[src/rtl/easdf_pkg.sv]
// Shared types and constants for the edge-avoiding search and charge drive controller.
// Used by easdf_div and edge_avoid_search_drive_fsm_top; depends on nothing.
`timescale 1ns / 1ps

package easdf_pkg;

   // Configuration register indexes.
   localparam logic [1:0] CSR_SWEEP_PERIOD = 2'd0;
   localparam logic [1:0] CSR_SWEEP_LIMIT  = 2'd1;
   localparam logic [1:0] CSR_SEARCH_TURN  = 2'd2;
   localparam logic [1:0] CSR_SEARCH_GO    = 2'd3;

   localparam int CSR_DATA_W = 16;
   localparam int BUDGET_W   = 24;   // sweep limit times sweep period
   localparam int QUOT_W     = 8;    // the sweep index stays below the sweep limit

   // Reset values of the configuration registers and of the deadline.
   localparam logic [15:0] SWEEP_PERIOD_RST = 16'd500;
   localparam logic [7:0]  SWEEP_LIMIT_RST  = 8'd4;
   localparam logic [15:0] SEARCH_TURN_RST  = 16'd1250;
   localparam logic [15:0] SEARCH_GO_RST    = 16'd250;
   localparam logic [31:0] DEADLINE_RST     = 32'd1000;

   // Servo values.
   localparam logic [7:0] ROT_DIFF = 8'd12;
   localparam logic [7:0] MID_L    = 8'd79;
   localparam logic [7:0] MID_R    = 8'd81;
   localparam logic [7:0] FULL     = 8'd180;
   localparam logic [7:0] STOP     = 8'd0;

   // Edge sensor patterns.
   localparam logic [2:0] EDGE_FL      = 3'd1;
   localparam logic [2:0] EDGE_FR      = 3'd2;
   localparam logic [2:0] EDGE_FRONT   = 3'd3;
   localparam logic [2:0] EDGE_REAR    = 3'h4;
   localparam logic [2:0] EDGE_REAR_FL = 3'h5;
   localparam logic [2:0] EDGE_REAR_FR = 3'h6;

   typedef enum logic [1:0] {
      MODE_SEARCH = 2'd0,
      MODE_CHARGE = 2'd1,
      MODE_REFIND = 2'd2,
      MODE_AVOID  = 2'd3
   } mode_type;

   typedef struct packed {
      logic [31:0] now_ms;
      logic [2:0]  edge_bits;
      logic        target_seen;
   } req_type;

   typedef struct packed {
      logic [7:0] left_drive;
      logic [7:0] right_drive;
      logic       drive_update;
      logic [1:0] mode_code;
   } rsp_type;

   // Drive command held between the sequencer steps.
   typedef struct packed {
      logic [7:0] left;
      logic [7:0] right;
      logic       update;
   } cmd_type;

endpackage

[src/rtl/easdf_div.sv]
// Serial restoring divider that finds the parity of the sweep index (elapsed / period).
// Depends on easdf_pkg for widths.
`timescale 1ns / 1ps

module easdf_div
   import easdf_pkg::*;
(
   input  logic                clock,
   input  logic                reset,
   input  logic                start,
   input  logic [BUDGET_W-1:0] dividend,
   input  logic [15:0]         divisor,
   output logic                done,
   output logic                odd
);

   localparam int CNT_W = $clog2(QUOT_W);

   logic [BUDGET_W-1:0] rem_ff, rem_in;
   logic [CNT_W-1:0]    cnt_ff, cnt_in;
   logic                busy_ff, busy_in;
   logic                done_ff, done_in;
   logic                odd_ff, odd_in;
   logic [BUDGET_W-1:0] trial;
   logic                ge;

   // One quotient bit per cycle; the dividend is known to be below divisor * 2^QUOT_W.
   assign trial = BUDGET_W'(divisor) << cnt_ff;
   assign ge    = rem_ff >= trial;

   always_comb begin
      rem_in  = rem_ff;
      cnt_in  = cnt_ff;
      busy_in = busy_ff;
      done_in = 1'b0;
      odd_in  = odd_ff;
      if (start) begin
         rem_in  = dividend;
         cnt_in  = CNT_W'(QUOT_W - 1);
         busy_in = 1'b1;
      end else if (busy_ff) begin
         if (ge) begin
            rem_in = rem_ff - trial;
         end
         if (cnt_ff == '0) begin
            busy_in = 1'b0;
            done_in = 1'b1;
            odd_in  = ge;
         end else begin
            cnt_in = cnt_ff - 1'b1;
         end
      end
   end

   always_ff @(posedge clock) begin
      if (reset) begin
         busy_ff <= 1'b0;
         done_ff <= 1'b0;
      end else begin
         busy_ff <= busy_in;
         done_ff <= done_in;
      end
      rem_ff <= rem_in;
      cnt_ff <= cnt_in;
      odd_ff <= odd_in;
   end

   assign done = done_ff;
   assign odd  = odd_ff;

endmodule

[src/rtl/edge_avoid_search_drive_fsm_top.sv]
// Channel   | direction | handshake          | payload
// req_      | in        | req_valid/req_stall | req_type: now_ms, edge_bits, target_seen
// rsp_      | out       | rsp_valid/rsp_stall | rsp_type: drives, update flag, mode
// csr_      | in        | csr_we              | csr_addr, csr_data
//
// A request passes through the evaluate and finish steps; a refinding tick that has
// used up its sweep budget adds the compare step, and one that needs the sweep index
// adds compare and divide; the serial divider works out one quotient bit per cycle.
// req_stall is high from acceptance until the result is loaded into the output register.
// A result waiting under rsp_stall does not block the next request.
// Reset is synchronous and restores the mode, timers and register defaults.
// Depends on easdf_pkg and easdf_div.
`timescale 1ns / 1ps

module edge_avoid_search_drive_fsm_top
   import easdf_pkg::*;
(
   input  logic                  clock,
   input  logic                  reset,
   input  logic                  req_valid,
   output logic                  req_stall,
   input  req_type               req_data,
   output logic                  rsp_valid,
   input  logic                  rsp_stall,
   output rsp_type               rsp_data,
   input  logic                  csr_we,
   input  logic [1:0]            csr_addr,
   input  logic [CSR_DATA_W-1:0] csr_data
);

   typedef enum logic [4:0] {
      ST_IDLE   = 5'b00001,
      ST_EVAL   = 5'b00010,
      ST_CMP    = 5'b00100,
      ST_DIV    = 5'b01000,
      ST_FINISH = 5'b10000
   } seq_type;

   seq_type              state_ff, state_in;
   mode_type             mode_ff, mode_in;
   logic [1:0]           phase_ff, phase_in;
   logic [31:0]          deadline_ff, deadline_in;
   logic [31:0]          sweep_start_ff, sweep_start_in;
   logic [15:0]          period_ff;
   logic [7:0]           limit_ff;
   logic [15:0]          turn_ff;
   logic [15:0]          go_ff;
   req_type              req_ff, req_in;
   cmd_type              cmd_ff, cmd_in;
   logic [31:0]          diff_ff, diff_in;
   logic [BUDGET_W-1:0]  budget_ff, budget_in;
   logic                 rsp_valid_ff, rsp_valid_in;
   rsp_type              rsp_ff, rsp_in;
   logic                 div_start;
   logic                 div_done;
   logic                 div_odd;
   logic                 any_edge;
   logic [1:0]           phase_next;
   logic [31:0]          turn_deadline;

   easdf_div u_div (
      .clock    (clock),
      .reset    (reset),
      .start    (div_start),
      .dividend (diff_ff[BUDGET_W-1:0]),
      .divisor  (period_ff),
      .done     (div_done),
      .odd      (div_odd)
   );

   assign any_edge      = |req_ff.edge_bits;
   assign phase_next    = phase_ff + 2'd1;
   assign turn_deadline = req_ff.now_ms + 32'(turn_ff);

   always_comb begin
      state_in       = state_ff;
      mode_in        = mode_ff;
      phase_in       = phase_ff;
      deadline_in    = deadline_ff;
      sweep_start_in = sweep_start_ff;
      req_in         = req_ff;
      cmd_in         = cmd_ff;
      diff_in        = diff_ff;
      budget_in      = budget_ff;
      rsp_valid_in   = rsp_valid_ff && rsp_stall;
      rsp_in         = rsp_ff;
      div_start      = 1'b0;

      unique case (state_ff)
         ST_IDLE: begin
            if (req_valid) begin
               req_in   = req_data;
               state_in = ST_EVAL;
            end
         end
         ST_EVAL: begin
            cmd_in   = '{left: STOP, right: STOP, update: 1'b0};
            state_in = ST_FINISH;
            unique case (mode_ff)
               MODE_SEARCH: begin
                  if (any_edge) begin
                     mode_in = MODE_AVOID;
                  end else if (req_ff.target_seen) begin
                     mode_in = MODE_CHARGE;
                  end else if (deadline_ff < req_ff.now_ms) begin
                     phase_in = phase_next;
                     if (phase_next == 2'd0) begin
                        cmd_in      = '{left: MID_L - ROT_DIFF, right: MID_R - ROT_DIFF,
                                        update: 1'b1};
                        deadline_in = turn_deadline;
                     end else if (phase_next == 2'd2) begin
                        cmd_in      = '{left: MID_L + ROT_DIFF, right: MID_R + ROT_DIFF,
                                        update: 1'b1};
                        deadline_in = turn_deadline;
                     end else begin
                        cmd_in      = '{left: STOP, right: FULL, update: 1'b1};
                        deadline_in = req_ff.now_ms + 32'(go_ff);
                     end
                  end
               end
               MODE_CHARGE: begin
                  if (any_edge) begin
                     mode_in = MODE_AVOID;
                  end else if (req_ff.target_seen) begin
                     cmd_in = '{left: STOP, right: FULL, update: 1'b1};
                  end else begin
                     // Start half a sweep back so the first sweep is a half sweep.
                     sweep_start_in = req_ff.now_ms - 32'(period_ff >> 1);
                     mode_in        = MODE_REFIND;
                  end
               end
               MODE_REFIND: begin
                  if (any_edge) begin
                     mode_in = MODE_AVOID;
                  end else if (req_ff.target_seen) begin
                     mode_in = MODE_CHARGE;
                  end else begin
                     diff_in   = req_ff.now_ms - sweep_start_ff;
                     budget_in = BUDGET_W'(limit_ff) * BUDGET_W'(period_ff);
                     state_in  = ST_CMP;
                  end
               end
               MODE_AVOID: begin
                  if (any_edge) begin
                     case (req_ff.edge_bits) inside
                        EDGE_FL, EDGE_FR, EDGE_FRONT:
                           cmd_in = '{left: FULL, right: STOP, update: 1'b1};
                        EDGE_REAR:
                           cmd_in = '{left: STOP, right: FULL, update: 1'b1};
                        EDGE_REAR_FL:
                           cmd_in = '{left: STOP, right: MID_R, update: 1'b1};
                        EDGE_REAR_FR:
                           cmd_in = '{left: MID_L, right: FULL, update: 1'b1};
                        default: ;
                     endcase
                  end else if (req_ff.target_seen) begin
                     mode_in = MODE_CHARGE;
                  end else begin
                     mode_in     = MODE_SEARCH;
                     deadline_in = turn_deadline;
                  end
               end
               default: ;
            endcase
         end
         ST_CMP: begin
            // A zero period gives a zero budget, so the divider never sees it.
            if (diff_ff < 32'(budget_ff)) begin
               div_start = 1'b1;
               state_in  = ST_DIV;
            end else begin
               mode_in     = MODE_SEARCH;
               deadline_in = turn_deadline;
               state_in    = ST_FINISH;
            end
         end
         ST_DIV: begin
            if (div_done) begin
               if (div_odd) begin
                  cmd_in = '{left: MID_L - ROT_DIFF, right: MID_R - ROT_DIFF, update: 1'b1};
               end else begin
                  cmd_in = '{left: MID_L + ROT_DIFF, right: MID_R + ROT_DIFF, update: 1'b1};
               end
               state_in = ST_FINISH;
            end
         end
         ST_FINISH: begin
            if (!rsp_valid_ff || !rsp_stall) begin
               rsp_valid_in = 1'b1;
               rsp_in       = '{left_drive: cmd_ff.left, right_drive: cmd_ff.right,
                                drive_update: cmd_ff.update, mode_code: mode_ff};
               state_in     = ST_IDLE;
            end
         end
         default: state_in = ST_IDLE;
      endcase
   end

   always_ff @(posedge clock) begin
      if (reset) begin
         state_ff       <= ST_IDLE;
         mode_ff        <= MODE_SEARCH;
         phase_ff       <= 2'd0;
         deadline_ff    <= DEADLINE_RST;
         sweep_start_ff <= '0;
         rsp_valid_ff   <= 1'b0;
         period_ff      <= SWEEP_PERIOD_RST;
         limit_ff       <= SWEEP_LIMIT_RST;
         turn_ff        <= SEARCH_TURN_RST;
         go_ff          <= SEARCH_GO_RST;
      end else begin
         state_ff       <= state_in;
         mode_ff        <= mode_in;
         phase_ff       <= phase_in;
         deadline_ff    <= deadline_in;
         sweep_start_ff <= sweep_start_in;
         rsp_valid_ff   <= rsp_valid_in;
         if (csr_we) begin
            unique case (csr_addr)
               CSR_SWEEP_PERIOD: period_ff <= csr_data;
               CSR_SWEEP_LIMIT:  limit_ff  <= csr_data[7:0];
               CSR_SEARCH_TURN:  turn_ff   <= csr_data;
               CSR_SEARCH_GO:    go_ff     <= csr_data;
               default: ;
            endcase
         end
      end
      req_ff    <= req_in;
      cmd_ff    <= cmd_in;
      diff_ff   <= diff_in;
      budget_ff <= budget_in;
      rsp_ff    <= rsp_in;
   end

   assign req_stall = (state_ff != ST_IDLE);
   assign rsp_valid = rsp_valid_ff;
   assign rsp_data  = rsp_ff;

   a_div_done_in_div: assert property (@(posedge clock) disable iff (reset)
      div_done |-> state_ff == ST_DIV)
      else $error("divider finished outside the divide step");

   a_rsp_from_finish: assert property (@(posedge clock) disable iff (reset)
      $rose(rsp_valid_ff) |-> $past(state_ff == ST_FINISH))
      else $error("result raised without a finish step");

   a_div_start_cmp: assert property (@(posedge clock) disable iff (reset)
      div_start |-> state_ff == ST_CMP && diff_ff < 32'(budget_ff))
      else $error("divider started without an in-budget sweep");

   a_pending_kept: assert property (@(posedge clock) disable iff (reset)
      state_ff == ST_FINISH && rsp_valid_ff && rsp_stall |=> state_ff == ST_FINISH)
      else $error("finish step left while the result register was full");

endmodule
[config.mk]
export PLATFORM = sky130hd
export DESIGN_NAME = edge_avoid_search_drive_fsm_top
export DESIGN_NICKNAME = d
export VERILOG_FILES = /design/src/rtl/easdf_pkg.sv /design/src/rtl/easdf_div.sv /design/src/rtl/edge_avoid_search_drive_fsm_top.sv
export SDC_FILE = /design/constraint.sdc
export NUM_CORES = 1
export LEC_CHECK = 0
export BUFFER_PORTS_ARGS = -buffer_cell sky130_fd_sc_hd__buf_2
export CAP_MARGIN = 20
export CORE_ASPECT_RATIO = 1.25
export CORE_MARGIN = 8
export CORE_UTILIZATION = 29
export CTS_CLUSTER_DIAMETER = 120
export DETAILED_ROUTE_END_ITERATION = 12
export HOLD_SLACK_MARGIN = 0.02
export SYNTH_ARGS = -nofsm -noshare
export SYNTH_HDL_FRONTEND = slang
export SYNTH_SLANG_ARGS = --single-unit
[constraint.sdc]
create_clock -name clock -period 6.7 [get_ports clock]
set_input_delay 1.34 -clock clock [delete_from_list [all_inputs] [get_ports clock]]
set_output_delay 1.34 -clock clock [all_outputs]
set_load 0.02 [all_outputs]
======== After elaboration in Yosys (flattened, before gate mapping) ========
Cells that the tools add are included.
word-level totals
  register bits ........................... 288
  output and inout bits ................... 21
  word-level logic and storage cells ...... 161
cells by class
  $add $sub $neg .......................... 7
  multiply operators ...................... 1
  magnitude comparators ................... 3
  equality and inequality tests ........... 31
  shift-type cells ........................ 1
  muxes and demuxes ....................... 54
  bitwise logic cells ..................... 5
  reduce and logical (&&, ||, !) cells .... 32
operator list
  kind                number
  $mux 32             8
  $mux 16             8
  $pmux 32 s2         2
  $mux 24             3
  $add 32x16->32      2
  $mux 17             3
  $pmux 17 s3         1
  $mux 5              7
  $pmux 17 s2         1
  $lt 32x24->1        1
  $lt 32x32->1        1
  $sub 32x15->32      1
  $sub 32x32->32      1
  $pmux 5 s5          1
  $ge 24x24->1        1
  $mul 8x16->24       1
  $shl 16x3->24       1
  $sub 24x24->24      1
  $mux 9              2
  $reduce_and 2->1    9
  $ne 3x3->1 const B  5
  $mux 14             1
  $mux 2              6
  $eq 2x2->1 const B  5
  32 further kinds    62

======== Longest topological paths before layout ========
  depth in word-level cells ............... 9
  depth in mapped cells ................... 20
  depth with buffers taken out ............ 19

======== Hierarchy ========
From an unflattened synthesis, not the netlist that was laid out.
unflattened totals
  cell total of the unflattened synthesis .. 2476
  area, all modules ....................... 21793.4 µm²
by module, submodules not included
  module                           instances  cells an instance  area each (µm²)
  edge_avoid_search_drive_fsm_top  1          2096               18676.7
  easdf_div                        1          380                3116.7

======== Least setup slack after synthesis ========
No wires, ideal clock.
  path kind ............................... reg-to-reg
  from .................................... register limit_ff[2]
  to ...................................... register budget_ff[23], data pin
  library setup time ...................... 0.259 ns
  data arrival time ....................... 4.507 ns
  setup slack ............................. 1.934 ns
  cell stages (with the launch flop) ...... 19
  path buffers ............................ 1
  period minus slack after synthesis ...... 4.766 ns
  cell sequence ........................... dfxtp_1 clkbuf_1 nand2_1 fa_1 fa_1 inv_1 fa_1 inv_1 fa_1 inv_1 ha_1 o21ai_0 a21oi_1 o31a_1 a311oi_1 o31ai_1 a21o_1 a21oi_1 xnor2_1
between the ends
  cells in the longest elaborated chain, start to end .. 1
ends and longest elaborated chain
  element                 RTL line                                source
  from (decl)             edge_avoid_search_drive_fsm_top.sv:45   logic [7:0] limit_ff;
  from (signal assigned)  edge_avoid_search_drive_fsm_top.sv:221  CSR_SWEEP_LIMIT: limit_ff <= csr_data[7:0];
  $mul 8x16->24           edge_avoid_search_drive_fsm_top.sv:139  budget_in = BUDGET_W'(limit_ff) * BUDGET_W'(period_ff);
  to (signal assigned)    edge_avoid_search_drive_fsm_top.sv:231  budget_ff <= budget_in;
  to (decl)               edge_avoid_search_drive_fsm_top.sv:51   logic [BUDGET_W-1:0] budget_ff, budget_in;
Every way passes these cells.
A chain may end at the register's enable or synchronous reset.

======== Worst setup path in the final report ========
Ends and elaborated chain as after synthesis.

==> metrics.cfg <==
[outcome]
status=finished, final reports clean

[synth]
synth_compound_area_share_pct=15.6
yosys.area_share.simple_pct=16.8
syn_area_per_cell_um2=9.12
synth_nets=2676
syn_area_mm2=0.0211
yosysWarnings=0
synth-edff-count=141
muxShareOfSynthArea_pct=2.49
synth_fa_ha_area_share_pct=20.8
synth_seq_cells=276
synth_xor_area_share_pct=5.26
async_reset_ff_share_pct=0
synth_cells=2319
synth_top_family_by_area=adder cells
synthFlopType=edfxtp_1
ys_types=84
synth-seq-area-share_pct=32.8

[timing]
fmax_mhz=189
finalHoldViolations=0
skew_ns=0.0171
tightestPinTransition_ns=1.08
finalSetupTns_ns=0
holdWs_ns=0.424
drv_slew=0
maxSlewHeadroom_pct=27.8
grt_setup_unrepaired=false
finalCritPeriodShare_pct=78.8
setup_viol=0
period_needed_ns=5.28

[drt]
vias=16200
drtIter0Drc=899
drt-total-wl_um=54500
drc=0
ant_nets=0
dr.pass1.iters=5
wl_per_cell_um=16.4
via_per_inst=4.86

[critical_path]
crit_type=flop to flop
worstRegToRegCells=17
cp_max_fo=17
endpoint_kind=flop
reg2reg_from=limit_ff[2]$_SDFFE_PP1P_
crit_path_start_kind=flop
reg2reg_to=budget_ff[23]$_DFFE_PP_
rrSetupSlack_ns=1.42
cp.required_ns=7.01
cp.arrival_ns=5.59

[die]
die_x_um=257
die-area_mm2=0.0818
rows=110
core_mm2=0.0721
ioPinCount=80
die_y_um=318
start_util_pct=29.3

[cts]
cts_tree=yes
clk_pin_slew_worst_paths_ns=0.06
htreeDepth=1
post_cts_buffers=0
root_buffer=clkbuf_16
cts_buffer_depth=3
cts_resized=0
clk_latency_ns=0.58
cts.sinks=276
cts_hold_buf=0
numCtsBuffers=29

[run]
cap_violations=0

[global_route]
grt_max_degree=70
grt_pass1_vias=16400
grt.total_usage_pct=13.1
use_met1_pct=14.5
overflow=0
antenna_found_initial=2
use_met2_pct=25.1
grt_pass1_wl_um=88000
use_met3_pct=1.24
globalRoute.busiestLayer=met2

[hold_path]
hold-path-cell-count=0
hp-start=cmd_ff[13]$_DFFE_PP_
hold-path-endpoint=rsp_data[15]$_DFFE_PP_
min_path_type=flop to flop

[placed_design]
io_buffer_count=78
gp_congestion=0.818
dp_hpwl_um=42600

[layout]
syn_to_final_growth_pct=10.9
num-fill-cells=7531
final_layout_size_suffix_gt1_share_pct=7.75
nNetsFinal=2709
fin_util_pct=32.5

[power]
p_per_area_mw_per_mm2=181
leakage_nw=9.73
vdd_ir_drop_max_uv=201

-- power breakdown --
group | internal [mW] | total, mW | switching [mW]
logic | 0.297 | 0.711 | 0.414
registers | 1.82 | 1.89 | 0.0645
clock network | 0.939 | 1.64 | 0.700
-- cell families after synthesis --
| group | after synthesis |
|---|---|
| compound gates | 501 |
| xor+xnor | 127 |
| fa+ha+maj | 298 |
| buf+inv | 337 |
| flops | 276 |
| mux | 41 |
| other cells | 1 |
| simple gates | 738 |
-- cells in the mapped netlist (15+ instances only) --
cell type	count	area share, %
nand2_1	254	4.5
inv_1	244	4.3
ha_1	209	12
nor2_1	156	2.8
a21oi_1	150	3.6
edfxtp_1	141	20
dfxtp_1	135	13
and2_1	114	3.4
xnor2_1	96	4.0
o21ai_0	95	2.2
fa_1	89	8.4
clkbuf_1	69	1.2
a211oi_1	62	2.2
nand3_1	56	1.3
a21o_1	44	1.6
nor3_1	41	0.97
xor2_1	31	1.3
mux2i_1	30	1.4
o21a_1	27	0.96
o31ai_1	16	0.57
nand4_1	15	0.44
-- placed cells by master, fill, tap and decap left out, types with 11 or more instances in the layout --
| cell | count |
|---|---|
| nand2_1 | 254 |
| a31oi_1 | 11 |
| ha_1 | 209 |
| nand2b_1 | 11 |
| xor2_1 | 31 |
| and3_1 | 11 |
| a21o_1 | 44 |
| o31ai_1 | 16 |
| a21oi_1 | 150 |
| nor2b_1 | 14 |
| inv_1 | 243 |
| buf_4 | 16 |
| and2_1 | 113 |
| o21bai_1 | 11 |
| nor2_1 | 155 |
| mux2i_1 | 30 |
| o211ai_1 | 14 |
| a211oi_1 | 62 |
| nand4_1 | 15 |
| buf_2 | 77 |
| o21a_1 | 27 |
| nand3_1 | 56 |
| nor3_1 | 40 |
| xnor2_1 | 96 |
| clkbuf_16 | 30 |
| fa_1 | 89 |
| edfxtp_1 | 141 |
| o21ai_0 | 95 |
| dfxtp_1 | 135 |
| or3_1 | 12 |
-- worst max-delay path by stage --
stage | startpoint | to | slack [ns] | cells after the start
floorplan | limit_ff[2]$_SDFFE_PP1P_ | budget_ff[23]$_DFFE_PP_ | 1.93 | 18
global placement | limit_ff[2]$_SDFFE_PP1P_ | budget_ff[23]$_DFFE_PP_ | 1.40 | 17
detailed placement | limit_ff[2]$_SDFFE_PP1P_ | budget_ff[23]$_DFFE_PP_ | 1.41 | 17
CTS | limit_ff[2]$_SDFFE_PP1P_ | budget_ff[23]$_DFFE_PP_ | 1.39 | 17
global route | limit_ff[2]$_SDFFE_PP1P_ | budget_ff[23]$_DFFE_PP_ | 1.10 | 17
finish | limit_ff[2]$_SDFFE_PP1P_ | budget_ff[23]$_DFFE_PP_ | 1.42 | 17
-- per-layer routing --
layer / vias to the layer above / part of all wire (%)
met5: - / 0
met4: 0 / 4.1
met3: 116 / 2.5
met2: 241 / 53
met1: 7689 / 41
li1: 8125 / -
-- metrics by stage --
stage	area [µm²]	cells	worst slack (ns)	total power, mW
2_1_floorplan	21100	2319	1.93	2.44
3_3_place_gp	22500	3272	1.40	2.63
3_5_place_dp	22500	3273	1.41	2.63
4_1_cts	23400	3327	1.39	4.29
5_1_grt	23400	3327	1.10	4.45
6_report	23400	3328	1.42	4.24
-- layout make-up --
type / instances / area (µm²) / share of cell area, %
antenna: 1 / 2.50 / 0.0107
timing repair buffer: 93 / 505 / 2.16
inverter: 246 / 923 / 3.94
multi-input combinational: 1706 / 12900 / 55.1
clock buffer: 38 / 822 / 3.51
tap: 952 / 1190 / 5.08
sequential: 276 / 6940 / 29.6
clock inverter: 16 / 136 / 0.582
-- registers in the layout, indices dropped and copies added, names as in the netlist, 3 cells and up --
signal / count
budget_ff: 24
rsp_data: 13
req_ff: 36
sweep_start_ff: 32
state_ff: 5
turn_ff: 16
cmd_ff: 11
limit_ff: 8
u_div.cnt_ff: 3
period_ff: 16
diff_ff: 32
u_div.rem_ff: 24
deadline_ff: 32
go_ff: 16
-- worst max-delay path, stage by stage (launching register included) --
cell and delay [ns]:
dfxtp_1 0.66, nand2_1 0.15, fa_1 0.53, fa_1 0.55
inv_1 0.05, fa_1 0.47, inv_1 0.05, fa_1 0.47
inv_1 0.04, ha_1 0.31, o21ai_0 0.24, a21oi_1 0.11
o31a_1 0.40, a311oi_1 0.38, o31ai_1 0.16, a21o_1 0.19
a21oi_1 0.16, xnor2_1 0.09
No activity file was read; power rests on OpenSTA's default activity.
